### src/rtl/gpio_irq_slot_allocator_top_macros.svh
// Assertion macros shared by the GPIO interrupt slot allocator.
`ifndef GPIO_IRQ_SLOT_ALLOCATOR_TOP_MACROS_SVH
`define GPIO_IRQ_SLOT_ALLOCATOR_TOP_MACROS_SVH

// The antecedent implies the consequent in the same cycle.
`define GIA_ASSERT_NOW(label, clk, rst_n, ante, cons, msg) \
    label: assert property (@(posedge clk) disable iff (!rst_n) (ante) |-> (cons)) \
        else $error(msg);

// The antecedent implies the consequent in the next cycle.
`define GIA_ASSERT_NEXT(label, clk, rst_n, ante, cons, msg) \
    label: assert property (@(posedge clk) disable iff (!rst_n) (ante) |=> (cons)) \
        else $error(msg);

`endif

### src/rtl/gia_pkg.sv
// Package with types, codes and constants of the GPIO interrupt slot allocator.
package gia_pkg;

    localparam int GIA_MAX_SLOTS = 8;
    localparam int GIA_MAX_PIN   = 255;

    localparam int MASK_W   = 8;
    localparam int SLOT_W   = 3;
    localparam int PIN_IN_W = 10;
    localparam int PIN_W    = 9;
    localparam int CNT_W    = 4;

    localparam logic [PIN_W-1:0] PIN_EMPTY = 9'd256;

    typedef enum logic [1:0] {
        OP_ALLOC   = 2'd0,
        OP_RELEASE = 2'd1,
        OP_SET_POL = 2'd2,
        OP_RSVD    = 2'd3
    } t_opcode;

    typedef enum logic [2:0] {
        ST_OK        = 3'd0,
        ST_INVALID   = 3'd1,
        ST_NO_SLOT   = 3'd2,
        ST_EXISTS    = 3'd3,
        ST_NOT_FOUND = 3'd4
    } t_status;

    localparam logic [2:0] MODE_EDGE_HIGH  = 3'd0;
    localparam logic [2:0] MODE_EDGE_LOW   = 3'd1;
    localparam logic [2:0] MODE_LEVEL_HIGH = 3'd2;
    localparam logic [2:0] MODE_LEVEL_LOW  = 3'd3;

    localparam logic POL_ACTIVE_HIGH = 1'b1;

    typedef struct packed {
        logic [1:0]          opcode;
        logic [PIN_IN_W-1:0] pin;
        logic [2:0]          mode;
        logic                polarity;
    } t_in_beat;

    typedef struct packed {
        logic [2:0]        status;
        logic [SLOT_W-1:0] slot;
        logic [MASK_W-1:0] edge_mask;
        logic [MASK_W-1:0] active_low_mask;
    } t_out_beat;

    typedef struct packed {
        logic load;
        logic commit;
    } t_dp_cmd;

    typedef struct packed {
        logic out_free;
    } t_dp_status;

    typedef enum logic [0:0] {
        CS_IDLE = 1'b0,
        CS_EXEC = 1'b1
    } t_ctrl_state;

endpackage

### src/rtl/gia_ctrl.sv
// Controller state machine that sequences beat capture and execution.
module gia_ctrl
    import gia_pkg::*;
(
    input  logic       i_clk,
    input  logic       i_rst_n,
    input  logic       i_in_valid,
    input  t_dp_status i_status,
    output logic       o_in_ready,
    output t_dp_cmd    o_cmd,
    output logic       o_busy
);

    t_ctrl_state r_state;
    t_ctrl_state n_state;

    always_ff @(posedge i_clk) begin
        if (!i_rst_n) begin
            r_state <= CS_IDLE;
        end else begin
            r_state <= n_state;
        end
    end

    always_comb begin
        n_state = r_state;
        unique case (r_state)
            CS_IDLE: begin
                if (i_in_valid) begin
                    n_state = CS_EXEC;
                end
            end
            CS_EXEC: begin
                if (i_status.out_free && !i_in_valid) begin
                    n_state = CS_IDLE;
                end
            end
            default: n_state = CS_IDLE;
        endcase
    end

    always_comb begin
        o_in_ready   = 1'b0;
        o_cmd.commit = 1'b0;
        o_busy       = 1'b0;
        unique case (r_state)
            CS_IDLE: begin
                o_in_ready = 1'b1;
            end
            CS_EXEC: begin
                o_busy       = 1'b1;
                o_cmd.commit = i_status.out_free;
                o_in_ready   = i_status.out_free;
            end
            default: o_in_ready = 1'b0;
        endcase
        o_cmd.load = i_in_valid && o_in_ready;
    end

endmodule

### src/rtl/gia_datapath.sv
// Datapath with the slot table, search logic and the output register.
module gia_datapath
    import gia_pkg::*;
#(
    parameter int MAX_SLOTS = GIA_MAX_SLOTS,
    parameter int MAX_PIN   = GIA_MAX_PIN
) (
    input  logic             i_clk,
    input  logic             i_rst_n,
    input  logic             i_cfg_we,
    input  logic [CNT_W-1:0] i_cfg_wdata,
    input  t_in_beat         i_in_beat,
    input  logic             i_out_ready,
    input  t_dp_cmd          i_cmd,
    output t_dp_status       o_status,
    output logic             o_out_valid,
    output t_out_beat        o_out_beat
);

    logic [CNT_W-1:0]  r_slot_count;
    t_in_beat          r_beat;
    logic [MASK_W-1:0] r_used;
    logic [MASK_W-1:0] r_edge;
    logic [MASK_W-1:0] r_low;
    logic [PIN_W-1:0]  r_slot_pin [MAX_SLOTS];
    logic              r_out_valid;
    t_out_beat         r_out_beat;

    logic [MASK_W-1:0] n_used;
    logic [MASK_W-1:0] n_edge;
    logic [MASK_W-1:0] n_low;
    logic [PIN_W-1:0]  n_slot_pin [MAX_SLOTS];
    t_out_beat         n_out_beat;

    logic [CNT_W-1:0]  usable;
    logic [MASK_W-1:0] free_vec;
    logic [MASK_W-1:0] hit_vec;
    logic [MASK_W-1:0] free_sel;
    logic [MASK_W-1:0] hit_sel;
    logic [SLOT_W-1:0] free_idx;
    logic [SLOT_W-1:0] hit_idx;
    logic              pin_ok;
    logic              mode_edge;
    logic              mode_low;

    assign usable = (r_slot_count > CNT_W'(MAX_SLOTS)) ? CNT_W'(MAX_SLOTS) : r_slot_count;
    assign pin_ok = r_beat.pin <= PIN_IN_W'(MAX_PIN);
    assign mode_edge = (r_beat.mode == MODE_EDGE_HIGH) || (r_beat.mode == MODE_EDGE_LOW);
    assign mode_low  = (r_beat.mode == MODE_EDGE_LOW) || (r_beat.mode == MODE_LEVEL_LOW);

    always_comb begin
        free_vec = '0;
        hit_vec  = '0;
        for (int i = 0; i < MAX_SLOTS; i++) begin
            free_vec[i] = (CNT_W'(i) < usable) && !r_used[i];
            hit_vec[i]  = (CNT_W'(i) < usable) && (r_slot_pin[i] == r_beat.pin[PIN_W-1:0]);
        end
    end

    always_comb begin
        free_sel = '0;
        hit_sel  = '0;
        free_idx = '0;
        hit_idx  = '0;
        for (int i = MAX_SLOTS - 1; i >= 0; i--) begin
            if (free_vec[i]) begin
                free_sel    = '0;
                free_sel[i] = 1'b1;
                free_idx    = SLOT_W'(i);
            end
            if (hit_vec[i]) begin
                hit_sel    = '0;
                hit_sel[i] = 1'b1;
                hit_idx    = SLOT_W'(i);
            end
        end
    end

    always_comb begin
        n_used = r_used;
        n_edge = r_edge;
        n_low  = r_low;
        for (int i = 0; i < MAX_SLOTS; i++) begin
            n_slot_pin[i] = r_slot_pin[i];
        end
        n_out_beat.status = ST_INVALID;
        n_out_beat.slot   = '0;
        unique case (r_beat.opcode)
            OP_ALLOC: begin
                if (!pin_ok) begin
                    n_out_beat.status = ST_INVALID;
                end else if (free_vec == '0) begin
                    n_out_beat.status = ST_NO_SLOT;
                end else if (hit_vec != '0) begin
                    n_out_beat.status = ST_EXISTS;
                end else if (r_beat.mode > MODE_LEVEL_LOW) begin
                    n_out_beat.status = ST_INVALID;
                end else begin
                    n_out_beat.status = ST_OK;
                    n_out_beat.slot   = free_idx;
                    n_used = r_used | free_sel;
                    n_edge = mode_edge ? (r_edge | free_sel) : (r_edge & ~free_sel);
                    n_low  = mode_low ? (r_low | free_sel) : (r_low & ~free_sel);
                    for (int i = 0; i < MAX_SLOTS; i++) begin
                        if (free_sel[i]) begin
                            n_slot_pin[i] = r_beat.pin[PIN_W-1:0];
                        end
                    end
                end
            end
            OP_RELEASE: begin
                if (!pin_ok || hit_vec == '0) begin
                    n_out_beat.status = ST_NOT_FOUND;
                end else begin
                    n_out_beat.status = ST_OK;
                    n_out_beat.slot   = hit_idx;
                    n_used = r_used & ~hit_sel;
                    for (int i = 0; i < MAX_SLOTS; i++) begin
                        if (hit_sel[i]) begin
                            n_slot_pin[i] = PIN_EMPTY;
                        end
                    end
                end
            end
            OP_SET_POL: begin
                if (!pin_ok) begin
                    n_out_beat.status = ST_INVALID;
                end else if (hit_vec == '0) begin
                    n_out_beat.status = ST_NOT_FOUND;
                end else begin
                    n_out_beat.status = ST_OK;
                    n_out_beat.slot   = hit_idx;
                    n_low = (r_beat.polarity == POL_ACTIVE_HIGH) ?
                            (r_low & ~hit_sel) : (r_low | hit_sel);
                end
            end
            default: n_out_beat.status = ST_INVALID;
        endcase
        n_out_beat.edge_mask       = n_edge;
        n_out_beat.active_low_mask = n_low;
    end

    always_ff @(posedge i_clk) begin
        if (!i_rst_n) begin
            r_slot_count <= CNT_W'(GIA_MAX_SLOTS);
            r_used       <= '0;
            r_edge       <= '0;
            r_low        <= '0;
            r_out_valid  <= 1'b0;
            for (int i = 0; i < MAX_SLOTS; i++) begin
                r_slot_pin[i] <= PIN_EMPTY;
            end
        end else begin
            if (i_cfg_we) begin
                r_slot_count <= i_cfg_wdata;
            end
            if (i_cmd.commit) begin
                r_used      <= n_used;
                r_edge      <= n_edge;
                r_low       <= n_low;
                r_out_valid <= 1'b1;
                for (int i = 0; i < MAX_SLOTS; i++) begin
                    r_slot_pin[i] <= n_slot_pin[i];
                end
            end else if (i_out_ready) begin
                r_out_valid <= 1'b0;
            end
        end
    end

    always_ff @(posedge i_clk) begin
        if (i_cmd.load) begin
            r_beat <= i_in_beat;
        end
        if (i_cmd.commit) begin
            r_out_beat <= n_out_beat;
        end
    end

    assign o_status.out_free = !r_out_valid || i_out_ready;
    assign o_out_valid       = r_out_valid;
    assign o_out_beat        = r_out_beat;

endmodule

### src/rtl/gpio_irq_slot_allocator_top.sv
// GPIO interrupt slot allocator: each request beat (allocate, release or set
// polarity) yields exactly one result beat with a status, the slot concerned and
// the per-slot edge and active-low masks after the request. A request is
// captured in the request register and then executed against the slot table,
// with the result going to the single output register once that is free; a new
// request is taken every cycle as long as the output register drains. The slot
// count is clamped to MAX_SLOTS where it is used, and only slots below the
// clamped count are searched or allocated.
`include "gpio_irq_slot_allocator_top_macros.svh"

module gpio_irq_slot_allocator_top
    import gia_pkg::*;
#(
    parameter int MAX_SLOTS = GIA_MAX_SLOTS,
    parameter int MAX_PIN   = GIA_MAX_PIN
) (
    input  logic             i_clk,
    input  logic             i_rst_n,
    input  logic             i_cfg_we,
    input  logic [CNT_W-1:0] i_cfg_wdata,
    input  logic             i_in_valid,
    output logic             o_in_ready,
    input  t_in_beat         i_in_beat,
    output logic             o_out_valid,
    input  logic             i_out_ready,
    output t_out_beat        o_out_beat
);

    t_dp_cmd    w_cmd;
    t_dp_status w_status;
    logic       w_busy;

    gia_ctrl u_ctrl (
        .i_clk      (i_clk),
        .i_rst_n    (i_rst_n),
        .i_in_valid (i_in_valid),
        .i_status   (w_status),
        .o_in_ready (o_in_ready),
        .o_cmd      (w_cmd),
        .o_busy     (w_busy)
    );

    gia_datapath #(
        .MAX_SLOTS (MAX_SLOTS),
        .MAX_PIN   (MAX_PIN)
    ) u_datapath (
        .i_clk       (i_clk),
        .i_rst_n     (i_rst_n),
        .i_cfg_we    (i_cfg_we),
        .i_cfg_wdata (i_cfg_wdata),
        .i_in_beat   (i_in_beat),
        .i_out_ready (i_out_ready),
        .i_cmd       (w_cmd),
        .o_status    (w_status),
        .o_out_valid (o_out_valid),
        .o_out_beat  (o_out_beat)
    );

    `GIA_ASSERT_NOW(a_err_slot_zero, i_clk, i_rst_n,
        o_out_valid && o_out_beat.status != ST_OK, o_out_beat.slot == '0,
        "failed request reports a nonzero slot")
    `GIA_ASSERT_NOW(a_commit_only_busy, i_clk, i_rst_n,
        w_cmd.commit, w_busy && (!o_out_valid || i_out_ready),
        "execution while idle or while the output register is blocked")
    `GIA_ASSERT_NEXT(a_commit_shows, i_clk, i_rst_n,
        w_cmd.commit, o_out_valid,
        "executed request did not reach the output register")
    `GIA_ASSERT_NOW(a_status_range, i_clk, i_rst_n,
        o_out_valid, o_out_beat.status <= ST_NOT_FOUND,
        "result beat carries an undefined status code")

endmodule
### config.mk
export PLATFORM = sky130hd
export DESIGN_NAME = gpio_irq_slot_allocator_top
export DESIGN_NICKNAME = d
export VERILOG_FILES = /design/src/rtl/gia_pkg.sv /design/src/rtl/gia_ctrl.sv /design/src/rtl/gia_datapath.sv /design/src/rtl/gpio_irq_slot_allocator_top.sv
export VERILOG_INCLUDE_DIRS = /design/src /design/src/rtl
export SDC_FILE = /design/constraint.sdc
export NUM_CORES = 1
export LEC_CHECK = 0
export ABC_AREA = 1
export BUFFER_PORTS_ARGS = -buffer_cell sky130_fd_sc_hd__buf_2
export CORE_UTILIZATION = 55
export DETAILED_ROUTE_END_ITERATION = 10
export GPL_TIMING_DRIVEN = 1
export PLACE_DENSITY_LB_ADDON = 0.2
export SLEW_MARGIN = 5
export SYNTH_ARGS = -nofsm -noshare
export SYNTH_HDL_FRONTEND = slang
export SYNTH_SLANG_ARGS = --single-unit
### constraint.sdc
create_clock -name i_clk -period 6.3 [get_ports i_clk]
set_input_delay 0.945 -clock i_clk [delete_from_list [all_inputs] [get_ports i_clk]]
set_output_delay 0.945 -clock i_clk [all_outputs]
set_load 0.01 [all_outputs]
## After elaboration in Yosys (flattened, before gate mapping)

Memories as Yosys holds them, arrays and structs flattened.
Index checks and enable logic that the tools add are counted.

| storage, ports and cells | value |
|---|---|
| register bits | 68 |
| bits in latches | 0 |
| RAM bits | 72 |
| bits in read-only memories | 0 |
| input port bits | 25 |
| output and inout bits | 24 |
| word-level logic and storage cells | 214 |
| memories | 1 |

| operators by class | value |
|---|---|
| add/sub/neg operators | 0 |
| $mul | 0 |
| div/mod/pow operators | 0 |
| $lt $le $gt $ge | 11 |
| equality and inequality tests | 17 |
| shifts and indexed selects | 0 |
| mux-type cells | 111 |
| bitwise gates (word level) | 19 |
| reductions and logical operators | 41 |

Memories:

| name | words | width | read ports | clocked after memory_dff | write ports | line | source |
|---|---|---|---|---|---|---|---|
| u_datapath.r_slot_pin | 8 | 9 | 8 | 0 | 8 | gia_datapath.sv:25 | `logic [PIN_W-1:0] r_slot_pin [MAX_SLOTS];` |

Operators with widths:

| kind | number |
|---|---|
| 72-bit 2-to-1 mux | 5 |
| 8-bit 2-to-1 mux | 35 |
| 9-bit 2-to-1 mux | 24 |
| 72-bit case mux with 2 select lines | 1 |
| 3-bit 2-to-1 mux | 29 |
| 9-bit equality test | 8 |
| 8-bit bitwise AND | 4 |
| 8-bit bitwise OR | 4 |
| 8-bit case mux with 2 select lines | 2 |
| 1-bit logical AND | 18 |
| 3-bit case mux with 3 select lines | 2 |
| 8-bit zero test | 2 |
| 3-bit by 4-bit < comparator with 1-bit output (first input constant) | 4 |
| 8-bit inverter | 2 |
| 1-bit zero test | 11 |
| 10-bit by 8-bit <= comparator with 1-bit output (second input constant) | 1 |
| 1-bit 2-to-1 mux | 10 |
| 1-bit by 4-bit < comparator with 1-bit output (first input constant) | 2 |
| 2-bit by 4-bit < comparator with 1-bit output (first input constant) | 2 |
| 2-bit != test (second input constant) | 4 |
| 1-bit bitwise OR | 8 |
| 8-bit nonzero test | 1 |
| 7-bit AND reduction | 1 |
| 4-bit greater-than comparator (second input constant) | 1 |
| other kinds (13) | 18 |

## Logic depth before layout (Yosys ltp)

Gate-level depths: netlist (run 1).

| depth | value |
|---|---|
| depth after elaboration | 20 |
| depth in mapped cells | 18 |
| depth with buffers taken out | 17 |

## By module

From an unflattened synthesis (run 1), not the netlist that was laid out.

| second synthesis, totals | value |
|---|---|
| cells, all modules | 967 |
| area, all modules | 7,811.2 µm² |

By module, submodules not included:

| module | instances | cells each | area each (µm²) | sequential area each (µm²) |
|---|---|---|---|---|
| gia_datapath | 1 | 958 | 7,752.4 | 3,883.7 |
| gia_ctrl | 1 | 9 | 58.8 | 20.0 |

## Least setup slack after synthesis (run 1)

OpenSTA, ideal clock, no wires.

| path | value |
|---|---|
| path type | input-to-reg |
| start | in i_out_ready |
| end | mem u_datapath.r_slot_pin[5][0] (netlist: u_datapath.r_slot_pin[0][45]), enable pin |
| library setup time | 389 ps |
| data arrival time | 3,284 ps |
| data required time | 5,911 ps |
| setup slack | 2,627 ps |
| stages on the path | 6 |
| buffers on the path | 0 |
| path through | nor2_1 -> nor2_1 -> inv_1 -> nor2_1 -> a21oi_1 -> nor3b_1 |

RTL lines:

| item | line | source |
|---|---|---|
| start, declared | gpio_irq_slot_allocator_top.sv:25 | `input logic i_out_ready,` |
| end, declared | gia_datapath.sv:25 |  |

==> flow_metrics.env, run 1 <==
export IMPL_combPwrFrac=0.107
export IMPL_power_per_cell_area_nw_per_um2=261
export IMPL_numClockSinks=140
export IMPL_switching_share=0.259
export IMPL_arrival_ns=3.68
export IMPL_firstDrtPassIters=5
export IMPL_dieWidth_um=121
export IMPL_max_freq_mhz=274
export IMPL_die_height_um=121
export IMPL_cts_buffer_depth=2
export IMPL_portBuffers=48
export IMPL_htree_levels=4
export IMPL_cts_root_buffer="clkbuf_16"
export IMPL_cts_tree="built"
export IMPL_max_slew_margin=0.129
export IMPL_grt_use_total=0.282
export IMPL_nets=1037
export IMPL_cts_hold_buffers=0
export IMPL_grt_start_max_net_pins=27
export IMPL_clk_latency_ns=0.43
export IMPL_whs_path_depth=2
export IMPL_netlist_instances=960
export IMPL_fin_crit_sh=0.579
export IMPL_rrSetupSlack_ns=2.65
export IMPL_cap_viol_max_count=0
export IMPL_peakVddDrop_mv=0.217
export IMPL_min_period_ns=3.65
export IMPL_cp_start_kind="register"
export IMPL_grt_pass1_wl_um=30300
export IMPL_floorplan_initialDensity=0.573
export IMPL_ioPinCount=49
export IMPL_setup_violations=0
export IMPL_drc=0
export IMPL_synth_ff_type="edfxtp_1"
export IMPL_cp_end_kind="register"
export IMPL_synth_area_um2=7740
export IMPL_yosysUniqueCellTypes=48
export IMPL_rsz0062_at_grt="false"
export IMPL_drt_iter0_markers=700
export IMPL_dpl_cell_area_um2=8110
export IMPL_tightest_slew_ns=1.30
export IMPL_gr_total_overflow=0
export IMPL_grt_pass1_vias=5712
export IMPL_fillers=1137
export IMPL_gp_congestion=1.01
export IMPL_holdPathEnd="u_datapath.r_edge[4]"
export IMPL_power_internal_mw=1.67
export IMPL_clock_skew_ns=0.0117
export IMPL_hold_violations=0
export IMPL_syn_nets=985
export IMPL_postRouteAntennaNets=0
export IMPL_power_frac_clock=0.404
export IMPL_multi_input_area_um2=3150
export IMPL_hold_start="u_datapath.r_edge[4]"
export IMPL_diodes=0
export IMPL_r2r_start="u_datapath.r_beat[5]"
export IMPL_layout_drive_gt1_share=0.137
export IMPL_dp_hpwl_um=13900
export IMPL_clk_pin_slew_ns=0.06
export IMPL_ctsResizeCount=0
export IMPL_cts_made_buffers=17
export IMPL_areaGrowthSynthToFinish_pct=11.5
export IMPL_status="finished, final reports clean"
export IMPL_die_area_um2=14600
export IMPL_num_rows=42
export IMPL_fin_area_um2=8640
export IMPL_core_area_um2=13500
export IMPL_reg2regPathDepth=13
export IMPL_cp_max_fo=10
export IMPL_p_seq_frac=0.489
export IMPL_required_ns=6.33
export IMPL_syn_avg_cell_area_um2=8.07
export IMPL_crit_type="register to register"
export IMPL_holdCritPathClass="register to register"
export IMPL_post_cts_buffers=0
export IMPL_ys_seq_area_frac=0.504
export IMPL_synth_edf_count=110
export IMPL_ys_async_sr_fraction=0
export IMPL_seqCellArea_um2=3900
export IMPL_drt_wl_total_um=19200
export IMPL_r2r_end="u_datapath.r_slot_pin[0][52]"
export IMPL_power_switching_mw=0.583
export IMPL_antenna_found_initial=0
export IMPL_slew_violations=0
export IMPL_tns_ns=0
export IMPL_ys_ff_latch=140
export IMPL_vias_per_cell=5.33
export IMPL_wire_per_inst_um=16.0
export IMPL_p_leak_nw=3.87
export IMPL_ys_warn_count=0
export IMPL_num_vias=6391
## placed cells by master (no fill, tap or decap), drive strengths merged, types with 2 or more instances in the layout
cell type / instances
xor2: 3
nand2: 327
clkinv: 8
nand3: 81
nor2: 109
buf: 55
edfxtp: 110
or2: 3
clkbuf: 18
o211ai: 3
inv: 137
o21ai: 39
a21oi: 22
nor3: 23
dfxtp: 30
o41ai: 2
clkinvlp: 3
nand4: 15
xnor2: 23
## metrics by stage
step,power [mW],hold slack [ns],instances,setup WS (ns),utilization
after floorplan,1.29,0.426,960,2.63,-
after global placement,1.35,0.438,1169,2.45,0.600
after detailed placement,1.36,0.446,1169,2.29,0.600
after CTS,2.26,0.456,1199,2.67,0.640
after global routing,2.33,0.486,1199,2.39,0.640
final,2.25,0.455,1199,2.65,0.640
## state kept, by name, indices dropped and copies added, names as in the netlist
register and count:
u_datapath.r_low 8, u_datapath.o_out_beat 22, u_datapath.r_used 8, u_datapath.r_edge 8, u_datapath.r_slot_count 4, u_datapath.r_slot_pin 72, u_datapath.o_out_valid 1, u_datapath.r_beat 16
u_ctrl.r_state 1
## how the worst max path moves through the flow
stage                          from                           end  slack (ns)  depth (start not counted)
2_1_floorplan           i_out_ready  u_datapath.r_slot_pin[0][45]        2.63                          6
3_3_place_gp            i_out_ready  u_datapath.r_slot_pin[0][45]        2.45                          8
3_5_place_dp            i_out_ready  u_datapath.r_slot_pin[0][52]        2.29                          8
4_1_cts        u_datapath.r_beat[9]  u_datapath.r_slot_pin[0][52]        2.67                         13
5_1_grt        u_datapath.r_beat[4]  u_datapath.r_slot_pin[0][40]        2.39                         14
6_report       u_datapath.r_beat[5]  u_datapath.r_slot_pin[0][52]        2.65                         13
## worst max-delay path, stage by stage (launching register included)
cell and delay, ns:
edfxtp_1 0.73, inv_4 0.19, nand2_1 0.10, nand2_1 0.05, nor2_1 0.17, nand2_1 0.08
nor2_1 0.09, nand2_1 0.10, nand2_2 0.15, nor2_8 0.08, nand2_4 0.11, nand2_4 0.07
a22oi_2 0.26, nor3b_1 1.08
## cell families (layout without fill, tap and decap cells)
kind of cell / Yosys count / after routing / share of synthesized area
DFF: 140 / 140 / 0.504
AOI/OAI and AO/OA: 72 / 72 / 0.0582
xor gates and xnor gates: 26 / 26 / 0.0294
and+or+nand+nor: 563 / 563 / 0.319
buffers and inverters: 159 / 222 / 0.0890
## metal layers
layer | track usage | vias to the layer above | part of all wire
li1 | - | 3205 | -
met4 | 0.0957 | 0 | 0.021
met3 | 0.0958 | 35 | 0.10
met1 | 0.397 | 2866 | 0.45
met2 | 0.406 | 285 | 0.43
met5 | 0 | - | 0
## layout make-up
type	instances	area share
Clock buffer	18	0.0497
Clock inverter	12	0.0117
Inverter	137	0.0621
Multi-Input combinational cell	661	0.365
Sequential cell	140	0.452
Tap cell	176	0.0255
Timing Repair Buffer	55	0.0339
## Yosys cell counts (2+ instances only)
library cell | instances | area, um2
a21oi_1 | 20 | 100
buf_2 | 2 | 10.0
buf_4 | 2 | 15.0
buf_6 | 8 | 90.1
clkbuf_1 | 10 | 37.5
dfxtp_1 | 30 | 601
edfxtp_1 | 110 | 3300
inv_1 | 118 | 443
inv_2 | 11 | 41.3
inv_4 | 7 | 43.8
nand2_1 | 314 | 1180
nand2_2 | 7 | 43.8
nand2_4 | 6 | 67.6
nand3_1 | 77 | 385
nand3_2 | 2 | 20.0
nand3_4 | 2 | 35.0
nand4_1 | 15 | 93.8
nor2_1 | 100 | 375
nor2_2 | 4 | 25.0
nor2_4 | 3 | 33.8
nor2_8 | 2 | 40.0
nor3_1 | 22 | 110
o211ai_1 | 3 | 22.5
o21ai_0 | 29 | 145
o21ai_1 | 5 | 25.0
o21ai_2 | 4 | 35.0
o41ai_1 | 2 | 17.5
xnor2_1 | 23 | 201
xor2_1 | 3 | 26.3
## power by group through the flow
stage	clock network, mW	registers (mW)	logic [mW]
2_1_floorplan	0	1.10	0.185
3_3_place_gp	0	1.12	0.233
3_5_place_dp	0	1.12	0.238
4_1_cts	0.915	1.10	0.239
5_1_grt	0.951	1.11	0.272
6_report	0.909	1.10	0.241
Note: power is estimated with default switching activity, not from simulation.
==> run 2, diff against run 1 <==
==> constraint.sdc (replaced) <==
create_clock -name i_clk -period 3.72 [get_ports i_clk]
set_input_delay 0.558 -clock i_clk [delete_from_list [all_inputs] [get_ports i_clk]]
set_output_delay 0.558 -clock i_clk [all_outputs]
set_load 0.01 [all_outputs]
==> run 2 against run 1 <==
Clock skew rose by 0.0021 ns. Setup slack got worse by 1.9 ns. Hold slack got worse by 0.16 ns. Critical path depth fell by 2. Total power rose by 79%. Global-route usage rose by 2.1 points. Design area rose by 2.0%. Sequential cell count did not move. Die area did not move. Utilization rose by 1.3 points. Critical endpoint is now u_datapath.r_slot_pin[0][65].
==> flow_metrics.env, run 2 (synthesis gave the netlist of run 1 again) <==
export IMPL_slew_violations=0
export IMPL_diodes=0
export IMPL_max_slew_margin=0.435
export IMPL_postRouteAntennaNets=0
export IMPL_dpl_cell_area_um2=8210
export IMPL_die_area_um2=14600
export IMPL_grt_pass1_wl_um=32500
export IMPL_fin_crit_sh=0.799
export IMPL_slowest_delay_ns=0.62
export IMPL_cp_top_family="simple AND/OR/NAND/NOR gates"
export IMPL_timing_hold_ws_ns=0.298
export IMPL_clk_latency_ns=0.43
export IMPL_drc=0
export IMPL_setup_violations=0
export IMPL_status="finished, final reports clean"
export IMPL_num_rows=42
export IMPL_tns_ns=0
export IMPL_cp_max_fo=15
export IMPL_final_common_cell="nand2_1"
export IMPL_wire_per_inst_um=16.9
export IMPL_required_ns=3.86
export IMPL_layout_drive_gt1_share=0.151
export IMPL_grt_pass1_vias=5915
export IMPL_gp_congestion=1.00
export IMPL_cp_cell_sequence="inv_2, nand2_1, nand4_1, nor2_2, nand3_4, nand2_4, nor2_8, a21oi_2, a21oi_1, nor3_1, buf_4"
export IMPL_cts_root_buffer="clkbuf_16"
export IMPL_crit_type="register to register"
export IMPL_nets=1050
export IMPL_grt_use_total=0.303
export IMPL_max_freq_mhz=336
export IMPL_post_cts_buffers=0
export IMPL_numClockSinks=140
export IMPL_num_vias=6595
export IMPL_gr_total_overflow=0
export IMPL_die_height_um=121
export IMPL_dp_hpwl_um=15500
export IMPL_fin_area_um2=8810
export IMPL_layout_common_cells="314 x nand2_1, 118 x inv_1, 110 x edfxtp_1"
export IMPL_clk_pin_slew_ns=0.06
export IMPL_critPathBufInv=2
export IMPL_tightest_slew_ns=0.847
export IMPL_drt_iter0_markers=678
export IMPL_firstDrtPassIters=5
export IMPL_largest_reg_flops=72
export IMPL_cts_buffer_depth=2
export IMPL_arrival_ns=3.11
export IMPL_areaGrowthSynthToFinish_pct=13.7
export IMPL_reg_top3="u_datapath.r_slot_pin (72), u_datapath.o_out_beat (22), u_datapath.r_beat (16)"
export IMPL_dieWidth_um=121
export IMPL_ioPinCount=49
export IMPL_p_leak_nw=3.98
export IMPL_rrSetupSlack_ns=0.75
export IMPL_core_area_um2=13500
export IMPL_hold_violations=0
export IMPL_floorplan_initialDensity=0.573
export IMPL_cts_hold_buffers=0
export IMPL_power_per_cell_area_nw_per_um2=458
export IMPL_ctsResizeCount=0
export IMPL_rsz0062_at_grt="false"
export IMPL_min_period_ns=2.97
export IMPL_htree_levels=4
export IMPL_utilization=0.652
export IMPL_antenna_found_initial=0
export IMPL_peakVddDrop_mv=0.430
export IMPL_cp_end_kind="register"
export IMPL_vias_per_cell=5.43
export IMPL_power_mw=4.04
export IMPL_cts_made_buffers=17
export IMPL_clock_skew_ns=0.0138
export IMPL_grt_start_max_net_pins=26
export IMPL_drt_wl_total_um=20500
export IMPL_portBuffers=48
export IMPL_cap_viol_max_count=0
export IMPL_cp_slowest_cell="edfxtp_1"
export IMPL_holdCritPathClass="primary input to register"
export IMPL_largest_register="u_datapath.r_slot_pin"
export IMPL_cts_tree="built"
export IMPL_cp_start_kind="register"
run 2: area by class of cell:
cell class,instances,area [um2]
clock buffers,21,482
clock inverters,11,121
fillers,1156,4700
inverters,137,537
multi-input cells,661,3150
flip-flops and latches,140,3900
well taps,176,220
repair buffers,68,390
run 2: per-layer routing:
metal,GRT usage,routed length [um],up-vias
met2,0.449,8980,277
met5,0,0,-
li1,-,-,3231
met1,0.447,9500,3067
met4,0.0818,286,0
met3,0.0684,1770,20
run 2: stage by stage:
stage / std cells / setup slack (ns)
3_5_place_dp: 1182 / 0.770
3_3_place_gp: 1182 / 0.796
6_report: 1214 / 0.747
4_1_cts: 1214 / 0.759
5_1_grt: 1214 / 0.558
2_1_floorplan: 960 / 0.434
run 2: power breakdown:
part	internal, mW	switching [mW]
Sequential	1.79	0.0689
Combinational	0.144	0.318
Clock	1.02	0.699
Total	2.95	1.09
run 2: final timing paths:
path / startpoint / end / depth (start not counted)
min: i_in_beat[14] / u_datapath.r_beat[14] / 1
min reg2reg: u_datapath.r_edge[5] / u_datapath.r_edge[5] / 2
max: u_datapath.r_beat[4] / u_datapath.r_slot_pin[0][65] / 11
max reg2reg: u_datapath.r_beat[4] / u_datapath.r_slot_pin[0][65] / 11
run 2: worst register-to-register path, cell delays in order (launching register included):
cell,delay (ns)
edfxtp_1,0.62
inv_2,0.18
nand2_1,0.09
nand4_1,0.17
nor2_2,0.23
nand3_4,0.20
nand2_4,0.15
nor2_8,0.08
a21oi_2,0.31
a21oi_1,0.11
nor3_1,0.31
buf_4,0.23
